`src/rtl/core/htd_pkg.sv`:
```
// Shared types and constants for the Huffman tree decoder.
// Field widths, command and status codes, and the result struct.
// No dependencies.
`timescale 1ns / 1ps

package htd_pkg;

  // Item field widths
  localparam int unsigned CMD_W      = 2;
  localparam int unsigned CODE_W     = 16;
  localparam int unsigned CODE_IDX_W = 4;
  localparam int unsigned LEN_W      = 5;
  localparam int unsigned SYM_W      = 8;
  localparam int unsigned ST_W       = 2;

  // Command codes
  localparam logic [CMD_W-1:0] CMD_CLEAR = 2'd0;
  localparam logic [CMD_W-1:0] CMD_LOAD  = 2'd1;
  localparam logic [CMD_W-1:0] CMD_BIT   = 2'd2;

  // Result status codes
  localparam logic [ST_W-1:0] ST_SYMBOL     = 2'd0;
  localparam logic [ST_W-1:0] ST_BAD_PATH   = 2'd1;
  localparam logic [ST_W-1:0] ST_FULL       = 2'd2;
  localparam logic [ST_W-1:0] ST_INCOMPLETE = 2'd3;

  // One result from the sequencer to the output register
  typedef struct packed {
    logic             valid;
    logic [SYM_W-1:0] sym;
    logic [ST_W-1:0]  status;
  } htd_res_t;

endpackage

```
`src/rtl/core/htd_if.sv`:
```
// Valid/ready channel interfaces for the Huffman tree decoder.
// Depends on htd_pkg for field widths.
`timescale 1ns / 1ps

interface htd_in_if;
  logic                       valid;
  logic                       ready;
  logic [htd_pkg::CMD_W-1:0]  cmd;
  logic [htd_pkg::CODE_W-1:0] code_bits;
  logic [htd_pkg::LEN_W-1:0]  code_length;
  logic [htd_pkg::SYM_W-1:0]  symbol;
  logic                       bit_req;
  logic                       last_bit;

  modport source(output valid, cmd, code_bits, code_length, symbol, bit_req, last_bit,
                 input ready);
  modport sink(input valid, cmd, code_bits, code_length, symbol, bit_req, last_bit,
               output ready);
endinterface


```
`src/rtl/core/htd_ctrl.sv`:
```
// Sequencer of the Huffman tree decoder: tree walk for loads and decode steps.
// Keeps the root, node count and current node; drives the node store.
// Depends on htd_pkg and htd_in_if.
`timescale 1ns / 1ps

module htd_ctrl #(
  parameter int unsigned MAX_CODE_LEN   = 16,
  parameter int unsigned NODE_COUNT_MAX = 512,
  parameter int unsigned IW             = $clog2(NODE_COUNT_MAX),
  parameter int unsigned EW             = 2 * IW + htd_pkg::SYM_W
) (
  input  logic              clk_i,
  input  logic              rst_ni,
  htd_in_if.sink            in_i,
  input  logic              out_free_i,
  output htd_pkg::htd_res_t res_o,
  output logic              mem_we_o,
  output logic [IW-1:0]     mem_waddr_o,
  output logic [EW-1:0]     mem_wdata_o,
  output logic [IW-1:0]     mem_raddr_o,
  input  logic [EW-1:0]     mem_rdata_i
);
  import htd_pkg::*;

  localparam int unsigned CW = $clog2(NODE_COUNT_MAX + 1);
  localparam int unsigned KW = $clog2(MAX_CODE_LEN + 1);
  localparam int unsigned LW = (KW > LEN_W) ? KW : LEN_W;

  localparam logic [2:0] S_IDLE = 3'd0;
  localparam logic [2:0] S_WALK = 3'd1;
  localparam logic [2:0] S_WAIT = 3'd2;
  localparam logic [2:0] S_FIN  = 3'd3;
  localparam logic [2:0] S_DCHK = 3'd4;
  localparam logic [2:0] S_RESP = 3'd5;

  logic [2:0]       state_q, state_d;
  logic [EW-1:0]    root_q, root_d;
  logic [CW-1:0]    count_q, count_d;
  logic [IW-1:0]    cur_idx_q, cur_idx_d;
  logic [2*IW-1:0]  cur_kids_q, cur_kids_d;
  logic [IW-1:0]    node_q, node_d;
  logic [EW-1:0]    ent_q, ent_d;
  logic             dirty_q, dirty_d;
  logic [LW-1:0]    k_q, k_d;
  logic [CODE_W-1:0] code_q, code_d;
  logic [SYM_W-1:0] sym_q, sym_d;
  logic             last_q, last_d;
  logic [IW-1:0]    child_q, child_d;
  logic [SYM_W-1:0] pend_sym_q, pend_sym_d;
  logic [ST_W-1:0]  pend_st_q, pend_st_d;

  logic             res_req;
  logic [SYM_W-1:0] res_sym;
  logic [ST_W-1:0]  res_st;
  logic             wr_req;
  logic [EW-1:0]    wr_ent;

  logic [LW-1:0]    len_ext, len_eff, pos;
  logic             walk_bit;
  logic [IW-1:0]    ent_left, ent_right, slot, fresh;
  logic [2*IW-1:0]  here_kids;
  logic [IW-1:0]    dec_child, rd_left, rd_right;
  logic             full;

  // Clamp the code length
  assign len_ext = LW'(in_i.code_length);
  assign len_eff = (len_ext > LW'(MAX_CODE_LEN)) ? LW'(MAX_CODE_LEN) : len_ext;

  // Code bit for this walk step, MSB first; positions past the field read 0
  assign pos      = k_q - LW'(1);
  assign walk_bit = (pos < LW'(CODE_W)) ? code_q[pos[CODE_IDX_W-1:0]] : 1'b0;

  // Split the node being walked
  assign ent_left  = ent_q[EW-1 -: IW];
  assign ent_right = ent_q[EW-1-IW -: IW];
  assign slot      = walk_bit ? ent_right : ent_left;
  assign fresh     = count_q[IW-1:0];
  assign full      = (count_q >= CW'(NODE_COUNT_MAX));

  // Children of the current decode node
  assign here_kids = (cur_idx_q == '0) ? root_q[EW-1 -: 2*IW] : cur_kids_q;
  assign dec_child = in_i.bit_req ? here_kids[IW-1:0] : here_kids[2*IW-1 -: IW];
  assign rd_left   = mem_rdata_i[EW-1 -: IW];
  assign rd_right  = mem_rdata_i[EW-1-IW -: IW];

  assign in_i.ready = (state_q == S_IDLE);

  // Next state and node store access
  always_comb begin
    state_d    = state_q;
    root_d     = root_q;
    count_d    = count_q;
    cur_idx_d  = cur_idx_q;
    cur_kids_d = cur_kids_q;
    node_d     = node_q;
    ent_d      = ent_q;
    dirty_d    = dirty_q;
    k_d        = k_q;
    code_d     = code_q;
    sym_d      = sym_q;
    last_d     = last_q;
    child_d    = child_q;
    pend_sym_d = pend_sym_q;
    pend_st_d  = pend_st_q;
    res_req    = 1'b0;
    res_sym    = '0;
    res_st     = ST_SYMBOL;
    wr_req     = 1'b0;
    wr_ent     = ent_q;
    mem_raddr_o = '0;
    res_o      = '0;

    unique case (state_q)
      S_IDLE: begin
        if (in_i.valid) begin
          unique case (in_i.cmd)
            CMD_CLEAR: begin
              root_d    = '0;
              count_d   = CW'(1);
              cur_idx_d = '0;
            end
            CMD_LOAD: begin
              cur_idx_d = '0;
              node_d    = '0;
              ent_d     = root_q;
              dirty_d   = 1'b0;
              k_d       = len_eff;
              code_d    = in_i.code_bits;
              sym_d     = in_i.symbol;
              if (len_eff != '0) begin
                state_d = S_WALK;
              end
            end
            CMD_BIT: begin
              if (dec_child == '0) begin
                res_req   = 1'b1;
                res_st    = ST_BAD_PATH;
                cur_idx_d = '0;
              end else begin
                mem_raddr_o = dec_child;
                child_d     = dec_child;
                last_d      = in_i.last_bit;
                state_d     = S_DCHK;
              end
            end
            default: ;
          endcase
        end
      end
      S_WALK: begin
        k_d = k_q - LW'(1);
        if (slot != '0) begin
          // Step to an existing child; flush the node we leave
          mem_raddr_o = slot;
          wr_req      = dirty_q;
          node_d      = slot;
          state_d     = S_WAIT;
        end else if (full) begin
          // Store exhausted: keep what was built, report
          wr_req  = dirty_q;
          res_req = 1'b1;
          res_st  = ST_FULL;
        end else begin
          // Allocate a child and link it into the node we leave
          wr_req  = 1'b1;
          wr_ent  = walk_bit ? {ent_left, fresh, ent_q[SYM_W-1:0]}
                             : {fresh, ent_right, ent_q[SYM_W-1:0]};
          node_d  = fresh;
          ent_d   = '0;
          dirty_d = 1'b1;
          count_d = count_q + CW'(1);
          state_d = (k_q == LW'(1)) ? S_FIN : S_WALK;
        end
      end
      S_WAIT: begin
        ent_d   = mem_rdata_i;
        dirty_d = 1'b0;
        state_d = (k_q == '0) ? S_FIN : S_WALK;
      end
      S_FIN: begin
        // Mark the end node with the symbol
        wr_req  = 1'b1;
        wr_ent  = {ent_q[EW-1 -: 2*IW], sym_q};
        state_d = S_IDLE;
      end
      S_DCHK: begin
        if (rd_left == '0 && rd_right == '0) begin
          res_req   = 1'b1;
          res_sym   = mem_rdata_i[SYM_W-1:0];
          res_st    = ST_SYMBOL;
          cur_idx_d = '0;
        end else if (last_q) begin
          res_req   = 1'b1;
          res_st    = ST_INCOMPLETE;
          cur_idx_d = '0;
        end else begin
          cur_idx_d  = child_q;
          cur_kids_d = mem_rdata_i[EW-1 -: 2*IW];
          state_d    = S_IDLE;
        end
      end
      S_RESP: begin
        res_req = 1'b1;
        res_sym = pend_sym_q;
        res_st  = pend_st_q;
      end
      default: state_d = S_IDLE;
    endcase

    // Hand the result over, or hold it until the output register frees
    if (res_req) begin
      if (out_free_i) begin
        res_o.valid  = 1'b1;
        res_o.sym    = res_sym;
        res_o.status = res_st;
        state_d      = S_IDLE;
      end else begin
        pend_sym_d = res_sym;
        pend_st_d  = res_st;
        state_d    = S_RESP;
      end
    end

    // Root lives in flops, all other nodes in the store
    if (wr_req && node_q == '0) begin
      root_d = wr_ent;
    end
  end

  assign mem_we_o    = wr_req && (node_q != '0);
  assign mem_waddr_o = node_q;
  assign mem_wdata_o = wr_ent;

  // Control state
  always_ff @(posedge clk_i or negedge rst_ni) begin
    if (!rst_ni) begin
      state_q   <= S_IDLE;
      root_q    <= '0;
      count_q   <= CW'(1);
      cur_idx_q <= '0;
    end else begin
      state_q   <= state_d;
      root_q    <= root_d;
      count_q   <= count_d;
      cur_idx_q <= cur_idx_d;
    end
  end

  // Walk and result payload
  always_ff @(posedge clk_i) begin
    cur_kids_q <= cur_kids_d;
    node_q     <= node_d;
    ent_q      <= ent_d;
    dirty_q    <= dirty_d;
    k_q        <= k_d;
    code_q     <= code_d;
    sym_q      <= sym_d;
    last_q     <= last_d;
    child_q    <= child_d;
    pend_sym_q <= pend_sym_d;
    pend_st_q  <= pend_st_d;
  end

endmodule

```
`src/flat_wrapper.sv`:
```
// flat-port wrapper written by rule: the top's interface ports become plain ports
module htd_ctrl_flat import htd_pkg::*;
#(
  parameter int unsigned MAX_CODE_LEN   = 16,
  parameter int unsigned NODE_COUNT_MAX = 512,
  parameter int unsigned IW             = $clog2(NODE_COUNT_MAX),
  parameter int unsigned EW             = 2 * IW + htd_pkg::SYM_W
)
  (clk_i, rst_ni, out_free_i, res_o, mem_we_o, mem_waddr_o, mem_wdata_o, mem_raddr_o, mem_rdata_i, in_i_valid, in_i_cmd, in_i_code_bits, in_i_code_length, in_i_symbol, in_i_bit_req, in_i_last_bit, in_i_ready);
  htd_in_if in_i_i ();
  input  logic clk_i;
  input  logic rst_ni;
  input  logic out_free_i;
  output htd_pkg::htd_res_t res_o;
  output logic mem_we_o;
  output logic [IW-1:0] mem_waddr_o;
  output logic [EW-1:0] mem_wdata_o;
  output logic [IW-1:0] mem_raddr_o;
  input  logic [EW-1:0] mem_rdata_i;
  input wire logic [$bits(in_i_i.valid)-1:0] in_i_valid;
  input wire logic [$bits(in_i_i.cmd)-1:0] in_i_cmd;
  input wire logic [$bits(in_i_i.code_bits)-1:0] in_i_code_bits;
  input wire logic [$bits(in_i_i.code_length)-1:0] in_i_code_length;
  input wire logic [$bits(in_i_i.symbol)-1:0] in_i_symbol;
  input wire logic [$bits(in_i_i.bit_req)-1:0] in_i_bit_req;
  input wire logic [$bits(in_i_i.last_bit)-1:0] in_i_last_bit;
  output wire logic [$bits(in_i_i.ready)-1:0] in_i_ready;
  assign in_i_i.valid = in_i_valid;
  assign in_i_i.cmd = in_i_cmd;
  assign in_i_i.code_bits = in_i_code_bits;
  assign in_i_i.code_length = in_i_code_length;
  assign in_i_i.symbol = in_i_symbol;
  assign in_i_i.bit_req = in_i_bit_req;
  assign in_i_i.last_bit = in_i_last_bit;
  assign in_i_ready = in_i_i.ready;
  htd_ctrl #(.MAX_CODE_LEN(MAX_CODE_LEN), .NODE_COUNT_MAX(NODE_COUNT_MAX), .IW(IW), .EW(EW)) u_core (.clk_i(clk_i), .rst_ni(rst_ni), .in_i(in_i_i), .out_free_i(out_free_i), .res_o(res_o), .mem_we_o(mem_we_o), .mem_waddr_o(mem_waddr_o), .mem_wdata_o(mem_wdata_o), .mem_raddr_o(mem_raddr_o), .mem_rdata_i(mem_rdata_i));
endmodule
```
`config.mk`:
```
export PLATFORM = sky130hd
export DESIGN_NAME = htd_ctrl_flat
export DESIGN_NICKNAME = d
export VERILOG_FILES = /design/src/rtl/core/htd_pkg.sv /design/src/rtl/core/htd_if.sv /design/src/rtl/core/htd_ctrl.sv /design/src/flat_wrapper.sv
export SDC_FILE = /design/constraint.sdc
export NUM_CORES = 1
export LEC_CHECK = 0
export BUFFER_PORTS_ARGS = -buffer_cell sky130_fd_sc_hd__buf_2
export CAP_MARGIN = 25
export CORE_MARGIN = 1.5
export CORE_UTILIZATION = 50
export CTS_CLUSTER_SIZE = 40
export DETAILED_ROUTE_END_ITERATION = 6
export GPL_TIMING_DRIVEN = 0
export HOLD_SLACK_MARGIN = 0.02
export PLACE_DENSITY = 0.79
export RECOVER_POWER = 100
export SLEW_MARGIN = 20
export SYNTH_ARGS = -nofsm -noshare
export SYNTH_HDL_FRONTEND = slang
export SYNTH_SLANG_ARGS = --single-unit
```
`constraint.sdc`:
```
create_clock -name clk_i -period 5.88 [get_ports clk_i]
set_input_delay 1.176 -clock clk_i [delete_from_list [all_inputs] [get_ports clk_i]]
set_output_delay 1.176 -clock clk_i [all_outputs]
set_load 0.03 [all_outputs]
```
==> summary.txt <==
Cells and area
  – Nets@finish: 786
  – Fill count: approximately 1200
  – Share of cells above drive strength 1: 15.8%
  – Layout area overhead: 15.5%
  – ANT cells: 0
  – Core Util, Final: between 50% and 60%

Synthesis
  – Area contributors post-synth: edfxtp_1 42%, dfrtp_1 16%, a22o_1 5.1%
  – Yosys warns: 0
  – Yosys top cell by area: edfxtp_1
  – Post-synth ARST share: 31.8%
  – Avg Inst Size Synth: ~13 µm²
  – Sequential area share after synthesis: roughly three fifths
  – Yosys reg bits: 151
  – Yosys cell types: 66
  – Primary FF master, synth: edfxtp_1
  – EDFF count, synth: 103
  – Synth Net Count: 644
  – Cell count after synthesis: 573
  – Post-synth design cell area: 7400 µm²
  – Area fraction of the dominant cell type after synthesis: a little over two fifths

Drt
  – Via/cell ratio: 6.16
  – DRT Pass-1 Iters: 5
  – Overall via count from detail_route: roughly 5600
  – Iter 0 DRT Violations: 430
  – Post-route ant nets: 0
  – Post-Route WL: 19700 µm
  – Residual DRC count: 0
  – Routed wire per std cell: 21.6 µm

Clock network
  – Maximum clock path buffer count: 2
  – Root buffer cell: clkbuf_16
  – Clock sink total: approximately 150
  – Clock transition at path regs: roughly 60 ps
  – H-tree depth: 4
  – CTS tree: done
  – Setup Buffers After CTS: 0
  – Hold buffer count at cts: 0
  – Post-cts gate resize count: 0
  – Cts bufs inserted: 17
  – Latest clock arrival within the worst-skew pair: 430 ps

Die
  – Die span in y: 125 µm
  – IO Pins: 120
  – Initial core utilization: 51.1%
  – Core area: 14500 µm²
  – Die X: 125 µm
  – Row cnt: 44
  – Die Area: 15500 µm²

Status
  – Failing checks: max-capacitance violations, max-slew violations
  – Outcome: complete, but fails checks

Placed design
  – Number of buffers added on ports: 117
  – HPWL Detailed: 14400 µm
  – GPL Wtd Cong: 0.944

STA
  – Worst-Margin Slew: about 2800 ps
  – Peak Freq: 0.188 GHz
  – Setup-failing EPs final: 0
  – Setup TNS: 0 ps
  – Max_slew headroom: -88.2%
  – Final period util: 90.7%
  – RSZ-0062 raised after global routing: false
  – Final setup skew: 8.67 ps
  – Slew Viols, Final: 58
  – Final hold viol count: 0
  – Post-route minimum period: 5330 ps

GRT
  – Gr usage total: 25.7%
  – Total gr overflow: 0
  – First-pass GRT wire length: slightly above 30000 µm
  – Vias in the first global route: 5632
  – Initial antenna violation count: 0
  – Largest net degree at the start of global routing: 49

Power
  – Leakage power: 3.39 nW
  – Tot Pwr: 4.39 mW
  – Max IR drop VDD: ~0.25 mV
  – Pwr/cell area: slightly above 500 nW/µm²

Critical path
  – CP Launch Type: flop
  – CP max stage delay: approximately 400 ps
  – Worst setup path category: reg -> out
  – Cells on worst reg2reg path: 10
  – CP most frequent cell: clkbuf_1
  – Largest fanout on the critical path: 7
  – CP max-delay cell: o21ai_0
  – WP data required: 4700 ps
  – Critical path data arrival time: about 4200 ps
  – Critical path cell sequence: clkbuf_1, inv_1, ha_1, mux4_1, mux2_1, a32oi_1, a21bo_1, or2_2, o21ai_0, clkbuf_1
  – Critical path endpoint category: output port

Hold path
  – WHS Path Cells: 1
  – Worst hold path class: reg -> reg

Run
  – Max-Cap Viols: 2
## layout make-up
class	instances	area, µm²	area share (%)
inverter	37	139	1.63
buffer	29	159	1.86
clock inverter	12	105	1.23
sequential	151	4300	50.3
clock buffer	20	437	5.11
multi-input combinational	356	2660	31.1
timing repair buffer	123	526	6.15
tap	184	230	2.69
## routing by layer
layer	part of all wire [%]	GRT usage, %	vias to the layer above	routed length (µm)
met4	3.4	11.6	0	661
met1	38	32.7	2755	7540
li1	-	-	2484	-
met5	0	0	-	0
met3	8.8	5.71	63	1740
met2	49	42.2	313	9720
## registers in the layout, summed over array words and instances, names as in the netlist, 8 cells and up
signal              cells
u_core.sym_q            8
u_core.mem_waddr_o      9
u_core.ent_q           26
u_core.count_q         10
u_core.code_q          16
u_core.pend_sym_q       8
u_core.root_q          26
u_core.cur_idx_q        9
u_core.cur_kids_q      18
u_core.child_q          9
## metrics by stage
stage	std cells	setup slack (ps)	area, µm²	hold slack [ps]
finish	912	549	8550	476
detailed placement	879	862	8280	461
floorplan	573	1560	7400	449
global route	912	340	8550	495
global placement	874	223	8210	455
CTS	911	837	8820	477
## path summary, 6_finish.rpt
check | start | to | slack [ps]
worst max-delay path | u_core.k_q[0]$_DFFE_PP_ | mem_raddr_o[1] | 550
worst min-delay path | u_core.child_q[8]$_DFFE_PP_ | u_core.cur_idx_q[8]$_DFFE_PN0P_ | 480
worst max register to register | u_core.k_q[0]$_DFFE_PP_ | u_core.root_q[10]$_DFFE_PN0P_ | 1240
worst min register to register | u_core.child_q[8]$_DFFE_PP_ | u_core.cur_idx_q[8]$_DFFE_PN0P_ | 480
max in group asynchronous | rst_ni | u_core.root_q[1]$_DFFE_PN0P_ | 2630
min in group asynchronous | rst_ni | u_core.cur_idx_q[7]$_DFFE_PN0P_ | 1660
## cells in the final DEF, fill, tap and decap left out, drive strengths merged, types with 3 or more instances in the layout
cell and count:
a21oi 36, a22o 43, a31o 4, and2 6, and3 4, buf 57, clkbuf 114, clkinv 5
clkinvlp 5, dfrtp 47, edfxtp 103, ha 8, inv 38, mux2 3, mux2i 23, mux4 12
nand2 39, nand2b 8, nand3 16, nand3b 4, nand4 5, nor2 25, nor2b 8, nor3 11
nor4 18, o211ai 4, o21ai 18, o22ai 4, o2bb2ai 28, o31ai 3, or3 5
## critical path, delay by kind of cell (launching register included)
| family | cells | cell delay (ps) |
|---|---|---|
| and+or+nand+nor | 1 | 350 |
| adders and majority gates | 1 | 390 |
| AOI/OAI and AO/OA | 3 | 1120 |
| muxes | 2 | 680 |
| buffers and inverters | 3 | 790 |
| DFF | 1 | 370 |
## kinds of logic after synthesis
logic type                 after synthesis  share of synthesized area, %
buffers and inverters                   66                          4.58
and+or+nand+nor                        155                          11.0
adders and majority gates                8                          1.35
xor gates and xnor gates                 3                         0.355
muxes                                   38                          7.43
DFF                                    151                          58.1
AOI/OAI and AO/OA                      152                          17.2
## cell usage after synthesis (5+ instances only)
cell,n
mux4_2,8
inv_1,36
o2bb2ai_1,17
o2bb2ai_2,10
buf_6,6
a21oi_1,36
edfxtp_1,103
and2_1,5
a22o_1,43
or3_1,5
ha_1,8
nor4_1,17
nand2b_1,8
nand4_1,5
nor3_1,11
nand3_1,15
nor2b_1,8
o21ai_0,17
dfrtp_1,47
nand2_1,38
nor2_1,24
clkbuf_1,12
mux2i_1,23
## report_power, final
| group | internal (mW) | switching [mW] | total, mW |
|---|---|---|---|
| Sequential | 1.51 | 0.192 | 1.70 |
| Clock | 0.579 | 0.421 | 1.00 |
| Combinational | 0.566 | 1.13 | 1.69 |
| Total | 2.65 | 1.74 | 4.39 |
No activity file was read; power rests on OpenSTA's default activity.
